[src/ufge_pkg.sv]
// shared types, codes and reset values for the idle gap frame engine
package ufge_pkg;

    // default store size and register reset values
    localparam int unsigned RECV_DEPTH_DEF = 64;
    localparam logic [7:0]  CHAR_GAP_RST   = 8'd3;
    localparam logic [7:0]  ERR_HOLD_RST   = 8'd10;

    // configuration register indexes
    localparam logic CFG_CHAR_GAP = 1'b0;
    localparam logic CFG_ERR_HOLD = 1'b1;

    // request kinds
    localparam logic [2:0] KIND_RX_BYTE  = 3'd0;
    localparam logic [2:0] KIND_OVERRUN  = 3'd1;
    localparam logic [2:0] KIND_TICK     = 3'd2;
    localparam logic [2:0] KIND_SCAN     = 3'd3;
    localparam logic [2:0] KIND_FETCH    = 3'd4;
    localparam logic [2:0] KIND_TX_START = 3'd5;
    localparam logic [2:0] KIND_TX_READY = 3'd6;

    // result status codes
    localparam logic [2:0] ST_OK        = 3'd0;
    localparam logic [2:0] ST_NOT_READY = 3'd1;
    localparam logic [2:0] ST_TX_BUSY   = 3'd2;
    localparam logic [2:0] ST_BAD_LEN   = 3'd3;
    localparam logic [2:0] ST_NONE      = 3'd4;

    // receive phases
    localparam logic [1:0] PH_IDLE     = 2'd0;
    localparam logic [1:0] PH_BUSY     = 2'd1;
    localparam logic [1:0] PH_COMPLETE = 2'd2;
    localparam logic [1:0] PH_READY    = 2'd3;

    // request payload
    typedef struct packed {
        logic [2:0]  kind;
        logic [7:0]  rx_data;
        logic [15:0] tx_length;
    } t_req;

    // result payload
    typedef struct packed {
        logic [2:0]  status;
        logic [7:0]  read_byte;
        logic        read_valid;
        logic        read_last;
        logic [6:0]  frame_length;
        logic        send_valid;
        logic [15:0] send_index;
        logic [1:0]  rx_phase;
        logic        tx_busy;
    } t_res;

endpackage

[src/ufge_ram.sv]
// generic single write, single read ram with registered read data
module ufge_ram #(
    parameter int unsigned WIDTH = 8,
    parameter int unsigned DEPTH = 64
) (
    input  logic                     i_clk,
    input  logic                     i_we,
    input  logic [$clog2(DEPTH)-1:0] i_waddr,
    input  logic [WIDTH-1:0]         i_wdata,
    input  logic [$clog2(DEPTH)-1:0] i_raddr,
    output logic [WIDTH-1:0]         o_rdata
);

    logic [WIDTH-1:0] r_mem [DEPTH];
    logic [WIDTH-1:0] r_rdata;

    // write port and registered read port
    always_ff @(posedge i_clk) begin
        if (i_we) begin
            r_mem[i_waddr] <= i_wdata;
        end
        r_rdata <= r_mem[i_raddr];
    end

    assign o_rdata = r_rdata;

endmodule

[src/uart_idle_gap_frame_engine_top.sv]
// frame engine top level: receive store, frame publish and fetch, transmit pacing
//
//  channel  | signals                              | handshake
//  ---------+--------------------------------------+----------------------------
//  request  | i_start, o_busy, i_req               | taken when start & !busy
//  result   | o_res_valid, o_res                   | one-cycle strobe, no stall
//  config   | i_cfg_we, i_cfg_idx, i_cfg_data      | written when we is high
//
// most requests give their single result on the cycle after they are taken and
// leave the engine free at once. a fetch of n bytes reads the store ram one
// byte per cycle via the read state, registered ram port and pending stage;
// results follow one per cycle and busy drops on the cycle the last byte shows.
// synchronous active-low reset clears most control state, not the fetch index,
// frame length, last flag, result or store; the receiver cannot hold off results.
module uart_idle_gap_frame_engine_top
    import ufge_pkg::*;
#(
    parameter int unsigned RECV_DEPTH = RECV_DEPTH_DEF
) (
    input  logic       i_clk,
    input  logic       i_rst_n,
    input  logic       i_start,
    output logic       o_busy,
    input  t_req       i_req,
    output logic       o_res_valid,
    output t_res       o_res,
    input  logic       i_cfg_we,
    input  logic       i_cfg_idx,
    input  logic [7:0] i_cfg_data
);

    localparam int unsigned AW = $clog2(RECV_DEPTH);
    localparam int unsigned CW = $clog2(RECV_DEPTH + 1);

    typedef enum logic {S_IDLE, S_READ} t_state;

    t_state         r_state, n_state;
    logic           r_busy, n_busy;
    logic           r_res_vld, n_res_vld;
    t_res           r_res, n_res;
    logic [7:0]     r_gap, n_gap;
    logic [7:0]     r_hold, n_hold;
    logic [1:0]     r_phase, n_phase;
    logic [CW-1:0]  r_cnt, n_cnt;
    logic [7:0]     r_rtimer, n_rtimer;
    logic           r_ovf, n_ovf;
    logic [6:0]     r_pub, n_pub;
    logic [7:0]     r_stimer, n_stimer;
    logic           r_sending, n_sending;
    logic           r_armed, n_armed;
    logic [15:0]    r_scount, n_scount;
    logic [15:0]    r_slen, n_slen;
    logic [AW-1:0]  r_idx, n_idx;
    logic [6:0]     r_flen, n_flen;
    logic           r_pend, n_pend;
    logic           r_pend_last, n_pend_last;

    logic           ram_we;
    logic [AW-1:0]  ram_waddr;
    logic [AW-1:0]  ram_raddr;
    logic [7:0]     ram_rdata;

    ufge_ram #(
        .WIDTH (8),
        .DEPTH (RECV_DEPTH)
    ) u_store (
        .i_clk   (i_clk),
        .i_we    (ram_we),
        .i_waddr (ram_waddr),
        .i_wdata (i_req.rx_data),
        .i_raddr (ram_raddr),
        .o_rdata (ram_rdata)
    );

    // next state for the whole engine
    always_comb begin
        logic          v_acc;
        logic          v_emit;
        logic [2:0]    v_status;
        logic          v_svalid;
        logic [15:0]   v_sidx;
        logic [CW-1:0] v_cnt;
        logic [1:0]    v_phase;

        v_acc    = i_start && !r_busy;
        v_emit   = 1'b0;
        v_status = ST_NONE;
        v_svalid = 1'b0;
        v_sidx   = '0;
        v_cnt    = r_cnt;
        v_phase  = r_phase;

        n_state     = r_state;
        n_res_vld   = 1'b0;
        n_res       = r_res;
        n_gap       = r_gap;
        n_hold      = r_hold;
        n_phase     = r_phase;
        n_cnt       = r_cnt;
        n_rtimer    = r_rtimer;
        n_ovf       = r_ovf;
        n_pub       = r_pub;
        n_stimer    = r_stimer;
        n_sending   = r_sending;
        n_armed     = r_armed;
        n_scount    = r_scount;
        n_slen      = r_slen;
        n_idx       = r_idx;
        n_flen      = r_flen;
        n_pend      = 1'b0;
        n_pend_last = r_pend_last;

        ram_we    = 1'b0;
        ram_waddr = r_cnt[AW-1:0];
        ram_raddr = r_idx;

        // register writes
        if (i_cfg_we) begin
            unique case (i_cfg_idx)
                CFG_CHAR_GAP: n_gap  = i_cfg_data;
                CFG_ERR_HOLD: n_hold = i_cfg_data;
                default:      n_gap  = r_gap;
            endcase
        end

        // fetch stream: read one store byte a cycle
        if (r_state == S_READ) begin
            n_pend      = 1'b1;
            n_pend_last = (7'(r_idx) == r_flen - 7'd1);
            if (n_pend_last) begin
                n_state = S_IDLE;
            end else begin
                n_idx = AW'(r_idx + 1'b1);
            end
        end

        // byte read last cycle goes out as a result
        if (r_pend) begin
            n_res_vld          = 1'b1;
            n_res.status       = ST_OK;
            n_res.read_byte    = ram_rdata;
            n_res.read_valid   = 1'b1;
            n_res.read_last    = r_pend_last;
            n_res.frame_length = r_flen;
            n_res.send_valid   = 1'b0;
            n_res.send_index   = '0;
            n_res.rx_phase     = r_phase;
            n_res.tx_busy      = r_sending;
        end

        // request handling
        if (v_acc) begin
            v_emit = 1'b1;
            unique case (i_req.kind)
                KIND_RX_BYTE: begin
                    if (r_phase == PH_IDLE || r_phase == PH_BUSY) begin
                        if (r_phase == PH_IDLE) begin
                            v_cnt = '0;
                        end
                        if (v_cnt >= CW'(RECV_DEPTH)) begin
                            v_cnt = '0;
                        end
                        ram_we    = 1'b1;
                        ram_waddr = v_cnt[AW-1:0];
                        n_cnt     = CW'(v_cnt + 1'b1);
                        n_phase   = PH_BUSY;
                        n_rtimer  = r_gap;
                    end
                end
                KIND_OVERRUN: begin
                    n_ovf = 1'b1;
                end
                KIND_TICK: begin
                    if (r_stimer != 8'd0) begin
                        n_stimer = r_stimer - 8'd1;
                        if (r_stimer == 8'd1 && r_sending) begin
                            n_sending = 1'b0;
                            n_armed   = 1'b0;
                            n_scount  = '0;
                        end
                    end
                    if (r_rtimer != 8'd0) begin
                        n_rtimer = r_rtimer - 8'd1;
                        if (r_rtimer == 8'd1 && r_phase == PH_BUSY) begin
                            n_phase = PH_COMPLETE;
                        end
                    end
                end
                KIND_SCAN: begin
                    if (r_ovf) begin
                        v_phase  = PH_IDLE;
                        n_rtimer = r_hold;
                        n_cnt    = '0;
                        n_ovf    = 1'b0;
                    end
                    if (v_phase == PH_COMPLETE) begin
                        n_pub   = 7'(r_cnt);
                        v_phase = PH_READY;
                    end
                    n_phase = v_phase;
                end
                KIND_FETCH: begin
                    if (r_sending) begin
                        v_status = ST_TX_BUSY;
                    end else if (r_phase == PH_READY) begin
                        n_pub    = '0;
                        n_phase  = PH_IDLE;
                        v_status = ST_OK;
                        if (r_pub != 7'd0) begin
                            v_emit  = 1'b0;
                            n_state = S_READ;
                            n_idx   = '0;
                            n_flen  = r_pub;
                        end
                    end else begin
                        v_status = ST_NOT_READY;
                    end
                end
                KIND_TX_START: begin
                    if (r_sending) begin
                        v_status = ST_TX_BUSY;
                    end else if (i_req.tx_length == 16'd0) begin
                        v_status = ST_BAD_LEN;
                    end else begin
                        n_stimer  = r_gap;
                        n_slen    = i_req.tx_length;
                        n_scount  = '0;
                        n_armed   = 1'b1;
                        n_sending = 1'b1;
                        v_status  = ST_OK;
                    end
                end
                KIND_TX_READY: begin
                    if (r_armed) begin
                        if (r_scount < r_slen) begin
                            v_svalid = 1'b1;
                            v_sidx   = r_scount;
                            n_scount = r_scount + 16'd1;
                            n_stimer = r_gap;
                        end else begin
                            n_armed   = 1'b0;
                            n_sending = 1'b0;
                        end
                    end
                end
                default: begin
                    v_status = ST_NONE;
                end
            endcase
        end

        // single result of a request
        if (v_emit) begin
            n_res_vld          = 1'b1;
            n_res.status       = v_status;
            n_res.read_byte    = '0;
            n_res.read_valid   = 1'b0;
            n_res.read_last    = 1'b1;
            n_res.frame_length = '0;
            n_res.send_valid   = v_svalid;
            n_res.send_index   = v_sidx;
            n_res.rx_phase     = n_phase;
            n_res.tx_busy      = n_sending;
        end

        n_busy = (n_state == S_READ) || n_pend;
    end

    // state and registered outputs
    always_ff @(posedge i_clk) begin
        if (!i_rst_n) begin
            r_state     <= S_IDLE;
            r_busy      <= 1'b0;
            r_res_vld   <= 1'b0;
            r_gap       <= CHAR_GAP_RST;
            r_hold      <= ERR_HOLD_RST;
            r_phase     <= PH_IDLE;
            r_cnt       <= '0;
            r_rtimer    <= '0;
            r_ovf       <= 1'b0;
            r_pub       <= '0;
            r_stimer    <= '0;
            r_sending   <= 1'b0;
            r_armed     <= 1'b0;
            r_scount    <= '0;
            r_slen      <= '0;
            r_pend      <= 1'b0;
        end else begin
            r_state     <= n_state;
            r_busy      <= n_busy;
            r_res_vld   <= n_res_vld;
            r_gap       <= n_gap;
            r_hold      <= n_hold;
            r_phase     <= n_phase;
            r_cnt       <= n_cnt;
            r_rtimer    <= n_rtimer;
            r_ovf       <= n_ovf;
            r_pub       <= n_pub;
            r_stimer    <= n_stimer;
            r_sending   <= n_sending;
            r_armed     <= n_armed;
            r_scount    <= n_scount;
            r_slen      <= n_slen;
            r_pend      <= n_pend;
        end
        r_res       <= n_res;
        r_idx       <= n_idx;
        r_flen      <= n_flen;
        r_pend_last <= n_pend_last;
    end

    assign o_busy      = r_busy;
    assign o_res_valid = r_res_vld;
    assign o_res       = r_res;

endmodule

[config.mk]
export PLATFORM = sky130hd
export DESIGN_NAME = uart_idle_gap_frame_engine_top
export DESIGN_NICKNAME = d
export VERILOG_FILES = /design/src/ufge_pkg.sv /design/src/ufge_ram.sv /design/src/uart_idle_gap_frame_engine_top.sv
export SDC_FILE = /design/constraint.sdc
export NUM_CORES = 1
export LEC_CHECK = 0
export ABC_AREA = 1
export BUFFER_PORTS_ARGS = -buffer_cell sky130_fd_sc_hd__buf_2
export CORE_MARGIN = 3
export CORE_UTILIZATION = 62
export CTS_CLUSTER_SIZE = 24
export DETAILED_ROUTE_END_ITERATION = 10
export GPL_TIMING_DRIVEN = 1
export PLACE_DENSITY = 0.88
export SLEW_MARGIN = 10
export SYNTH_ARGS = -nofsm -noshare
export SYNTH_HDL_FRONTEND = slang
export SYNTH_HIERARCHICAL = 1
export SYNTH_SLANG_ARGS = --single-unit
export TNS_END_PERCENT = 30
[constraint.sdc]
create_clock -name i_clk -period 3.7 [get_ports i_clk]
set_clock_uncertainty 0.2 [all_clocks]
set_input_delay 0.555 -clock i_clk [delete_from_list [all_inputs] [get_ports i_clk]]
set_output_delay 0.555 -clock i_clk [all_outputs]
set_load 0.1 [all_outputs]
# == Word-level counts from Yosys, hierarchy flattened ==
# Memories as Yosys holds them, arrays and structs flattened. A register that Yosys moved wholly into a read port is not among the register bits.
# Cells that the tools add are included.
# W data, S select, Z words.
# totals
latch_bits,0
mem_bits_ro,0
wordCells,196
mem_count,1
output_inout_bits,42
ram_bits,512
ff_bits,141
# op_classes
add_sub_neg,6
n_eq_ne,24
n_div,0
shifts,0
magnitude_cmp,2
n_bitwise,3
n_mux,103
n_reduce_logical,29
n_mul,0
# memory_table
memory,words,width,rd,rd_ports_with_merged_regs,write_ports,line,source
u_store.r_mem,64,8,1,1,1,ufge_ram.sv:14,logic [WIDTH-1:0] r_mem [DEPTH];
# ops
op,n
$mux W16,10
$mux W7,13
$mux W40,2
$mux W8,8
$mux W6,10
$pmux W16 S3,1
$pmux W8 S3,2
$mux W1,36
$pmux W7 S2,2
$mux W2,13
$ne A2 B2 Y1 const B,12
$add A16 B1 Y16 const B,1
$eq A8 B1 Y1 const B,2
$logic_not A16 Y1,1
$lt A16 B16 Y1,1
$reduce_bool A8 Y1,2
$sub A8 B1 Y8 const B,2
$reduce_and A5 Y1,3
$eq A3 B3 Y1 const B,3
$pmux W2 S4,1
$reduce_and A4 Y1,2
$reduce_and A8 Y1,1
$reduce_bool A2 Y1,4
$add A7 B1 Y7 const B,1
23 further kinds,34

# == Logic depth before layout (Yosys ltp) ==
# depth
depth_word,13
mapped_depth,16

# == Hierarchy ==
# The synthesis kept the hierarchy.
# by_module_without_submodules
module,seq_area_each_um2,area_each_um2,instances,cells_each
ufge_ram,15534.9,21291.7,1,1822
uart_idle_gap_frame_engine_top,3133.0,7143.1,1,960

# == Worst setup path after synthesis ==
# Ideal clock, no wire load.
# synth_path
path_kind,reg-to-reg
start,reg r_busy (netlist: o_busy)
end,"mem u_store.r_mem[55][0], enable pin"
t_arrival_ps,3022
period_less_slack_ps,3606
n_path_buf,0
path_stages_with_launch,13
setup_time_ps,383
slack_ps,94
path_cell_list,dfxtp_1 nor2_2 inv_1 nor2_1 nand4_1 inv_1 nand2_2 nor3_2 nor2_1 inv_1 nor3_1 inv_1 nor3_1
# synth_lines
element,line,source
from (decl),uart_idle_gap_frame_engine_top.sv:38,"logic r_busy, n_busy;"
from (signal assigned),uart_idle_gap_frame_engine_top.sv:290,r_busy <= n_busy;
$logic_not A1 Y1,uart_idle_gap_frame_engine_top.sv:85,v_acc = i_start && !r_busy;
$logic_and A1 B1 Y1,uart_idle_gap_frame_engine_top.sv:85,
$mux W6,uart_idle_gap_frame_engine_top.sv:152,if (v_acc) begin
net ram_waddr[2],uart_idle_gap_frame_engine_top.sv:59,logic [AW-1:0] ram_waddr;
to (decl),ufge_ram.sv:14,
# The timed path passes the listed nets, and every way through them passes these cells.

# == Worst setup path in the final report ==
# layout_path
start,reg r_phase[1]
end,"mem u_store.r_mem[20][4], enable pin"
# layout_via
elab_chain_len,13
# layout_lines
element,line,source
from (decl),uart_idle_gap_frame_engine_top.sv:43,"logic [1:0] r_phase, n_phase;"
from (signal assigned),uart_idle_gap_frame_engine_top.sv:294,r_phase <= n_phase;
$logic_not A2 Y1,"uart_idle_gap_frame_engine_top.sv:156, uart_idle_gap_frame_engine_top.sv:157",
$mux W7,uart_idle_gap_frame_engine_top.sv:157,if (r_phase == PH_IDLE) begin
$mux W7,uart_idle_gap_frame_engine_top.sv:156,if (r_phase == PH_IDLE || r_phase == PH_BUSY) begin
$mux W7,uart_idle_gap_frame_engine_top.sv:154,unique case (i_req.kind)
$mux W7,uart_idle_gap_frame_engine_top.sv:152,
$ge A7 B7 Y1,uart_idle_gap_frame_engine_top.sv:160,if (v_cnt >= CW'(RECV_DEPTH)) begin
$mux W7,uart_idle_gap_frame_engine_top.sv:160,
$mux W7,uart_idle_gap_frame_engine_top.sv:156,
$mux W7,uart_idle_gap_frame_engine_top.sv:154,
$mux W7,uart_idle_gap_frame_engine_top.sv:152,
$mux W6 *,uart_idle_gap_frame_engine_top.sv:156,
$mux W6 *,uart_idle_gap_frame_engine_top.sv:154,
$mux W6 *,uart_idle_gap_frame_engine_top.sv:152,
net ram_waddr[1],uart_idle_gap_frame_engine_top.sv:59,
# Mark *: on every way through the listed nets, which the timed path passes. The rest lies on a longest branch. The select of a mux whose other input is x is not followed.

==> flow_summary.ini <==
[critical_path]
cp.arrival_ns = 3.62
worst-setup-path-type = reg2reg
cp_top_family = simple AND/OR/NAND/NOR gates
cpPeakStageDelay_ns = 0.51
crit_path_start_kind = flip-flop
cp_common_cell = nor2_1
crit_slowest_cell = nor3_2
crit_required_ns = 3.79
cp_cell_sequence = o21ai_0, inv_1, nor3_2, nor2_1, nor3_1, nand2_1, nor2_1, buf_4
path_buf_inv = 2
path_max_fanout = 8
setup.worst_path.end_class = flip-flop

[floorplan]
core_um2 = 44800
rows = 77
start_util_pct = 63.5
die_w_um = 220
dieArea_um2 = 48500
ios = 82
fp.dieH_um = 220

[detailed_routing]
drtIter0Drc = 3691
vias = 22000
first_pass_iters = 6
route.detailed.drc = 0
route.antenna.remaining_nets = 0
wl_per_cell_um = 20.8
finalWirelength_um = 73200
vias_per_cell = 6.25

[logic_synthesis]
synth_seq_cells = 661
synth_area_um2 = 28400
synthFlopType = edfxtp_1
yosys.area.top_type = edfxtp_1
synth_top_area_share_pct = 57.3
ys_async_sr_fraction_pct = 0
syn_nets = 2846
avgSynthCellArea_um2 = 10.2
synth_warnings = 6
synth_edf_count = 543
ys_seq_area_share_pct = 65.7
syn_inst = 2782
synth_cell_types = 51
synthTopCellsByArea = edfxtp_1 57%, nand2_1 11%, nand3_1 8.5%

[timing]
rsz0062_at_grt = no
slew_viol_final = 0
fin_setup_tns_ns = 0
max_slew.worst_pin.slew_ns = 1.08
period_share_pct = 95.3
period_needed_ns = 3.53
setup-violations-final = 0
finalHoldViolations = 0
slew_headroom_pct = 28.1
max_freq_mhz = 284

[place]
port-buffer-count = 81
place_area_um2 = 29500
hpwl_um = 43500
gp_congestion = 0.943

[cells_and_area]
n_antenna_cell = 0
area_growth_pct = 11.0
design_area_um2 = 31500
fill_cells = 2946
nNetsFinal = 2948
drive_above_1_share_pct = 10.2

[clocking]
clk_pin_slew_ns = 0.06
cts-resized-gates = 0
post_cts_buffers = 0
cts_made_buffers = 66
cts_num_sinks = 661
postCtsHoldBufs = 0
htree_levels = 3
cts.path.max_buffers = 3
insertion_delay_ns = 0.59
cts_tree = built
cts-root-buf = clkbuf_16

[run]
cap_violations = 0

[global_route]
grt_pass1_wl_um = 112000
grt.total_usage_pct = 30.0
grt_max_degree = 185
grt_overflow = 0
antenna_found_initial = 0
grt_pass1_vias = 21100

[power_and_ir_drop]
p_total_mw = 16.5
power.density_nw_per_um2 = 524
swShare_pct = 25.2
power.internal_mw = 12.3
p_switching_mw = 4.17
power_frac_clock_pct = 39.1
power_frac_comb_pct = 11.2
irDropWorstVdd_mv = 0.324
leakage_nw = 11.8
seqPwrFrac_pct = 49.7

[status]
outcome = finished clean

[min_path]
min_path_type = in2reg
[sequential cells by signal, summed over array words and instances, names as in the netlist, 2 cells and up]
signal           count
r_gap                8
r_slen              16
r_phase              2
u_store/r_mem      512
r_cnt                7
o_res               40
u_store/o_rdata      8
r_hold               8
r_stimer             8
r_pub                7
r_idx                6
r_rtimer             8
r_flen               7
r_scount            16
[worst register-to-register path, delay by kind of cell (launching register included)]
| kind | cells | cell delay (ns) |
|---|---|---|
| flip-flops | 1 | 0.38 |
| buffers and inverters | 2 | 0.38 |
| AO/OA/AOI/OAI | 1 | 0.50 |
| AND/OR/NAND/NOR | 5 | 1.77 |
[power groups by stage]
stage	Sequential, mW	Clock [mW]	Combinational (mW)
2_1_floorplan	8.39	0	1.25
3_3_place_gp	8.36	0	1.69
3_5_place_dp	8.36	0	1.76
4_1_cts	8.20	6.51	1.79
5_1_grt	8.21	6.84	2.00
6_report	8.21	6.46	1.85
[synthesized netlist by cell type, types with 2 or more instances]
library cell and number:
a211oi_1 2, a21oi_1 97, a31oi_1 5, a41oi_1 2, buf_1 13, buf_2 60
buf_4 13, buf_6 26, buf_8 2, clkbuf_1 23, clkinv_1 3, dfxtp_1 118
edfxtp_1 543, ha_1 24, inv_1 121, inv_2 7, nand2_1 855, nand2_2 7
nand3_1 485, nand3b_1 2, nand4_1 27, nor2_1 194, nor2_2 3, nor2_4 2
nor3_1 33, nor3_2 2, nor4_1 3, o211ai_1 3, o21ai_0 66, or2_2 2
xnor2_1 5, xor2_1 15
[final cells by class]
type | count | area [um2] | share of cell area (%)
timing repair buffer | 171 | 1140 | 3.61
clock buffer | 87 | 1860 | 5.88
clock inverter | 27 | 223 | 0.706
multi-input combinational | 1852 | 8410 | 26.7
tap | 592 | 741 | 2.35
sequential | 661 | 18700 | 59.2
inverter | 132 | 502 | 1.59
[cells by family (layout without fill, tap and decap cells)]
family	Yosys count	count (layout)	synth area share, %
simple gates	1622	1622	24.4
flops	661	661	65.7
buf+inv	269	417	4.76
compound gates	184	184	3.42
fa+ha+maj	24	24	1.06
xor+xnor	21	21	0.700
mux	1	1	0.0352
[cells in the final DEF, fill, tap and decap left out, types with 4 or more instances in the layout]
| master | n |
|---|---|
| nand2_1 | 855 |
| edfxtp_1 | 543 |
| nand3_1 | 485 |
| nor2_1 | 194 |
| inv_1 | 120 |
| dfxtp_1 | 115 |
| a21oi_1 | 97 |
| buf_4 | 95 |
| buf_2 | 73 |
| clkbuf_16 | 70 |
| o21ai_0 | 66 |
| nor3_1 | 33 |
| nand4_1 | 27 |
| ha_1 | 24 |
| xor2_1 | 15 |
| clkbuf_1 | 13 |
| clkinv_2 | 11 |
| clkinv_1 | 10 |
| nand2_2 | 7 |
| inv_2 | 7 |
| xnor2_1 | 5 |
| a31oi_1 | 5 |
| inv_6 | 4 |
| clkinvlp_4 | 4 |
| clkbuf_8 | 4 |
[stage by stage]
step	std cells	hold slack [ns]	setup slack [ns]	utilization (%)
2_1_floorplan	2782	0.224	0.0942	-
3_3_place_gp	3408	0.241	0.174	65.8
3_5_place_dp	3408	0.247	0.0650	65.8
4_1_cts	3522	0.000479	0.348	70.4
5_1_grt	3522	0.0261	0.0467	70.4
6_report	3522	0.0241	0.174	70.4
[per-layer routing]
layer | global-route usage (%) | share of wire [%] | vias to the layer above
met2 | 46.9 | 46 | 1615
met5 | 0 | 0 | -
met1 | 41.2 | 37 | 10400
met3 | 6.06 | 12 | 278
met4 | 13.9 | 4.6 | 0
li1 | - | - | 9736
[path summary, 6_finish.rpt]
check / start / to / slack (ns) / cells past startpoint
worst min-delay path: i_cfg_data[0] / r_gap[0] / 0.02 / 3
worst max register to register: r_phase[1] / u_store/r_mem[20][4] / 0.17 / 8
worst max-delay path: r_phase[1] / u_store/r_mem[20][4] / 0.17 / 8
worst min register to register: r_pub[4] / r_flen[4] / 0.26 / 0
Note: power is estimated with default switching activity, not from simulation.
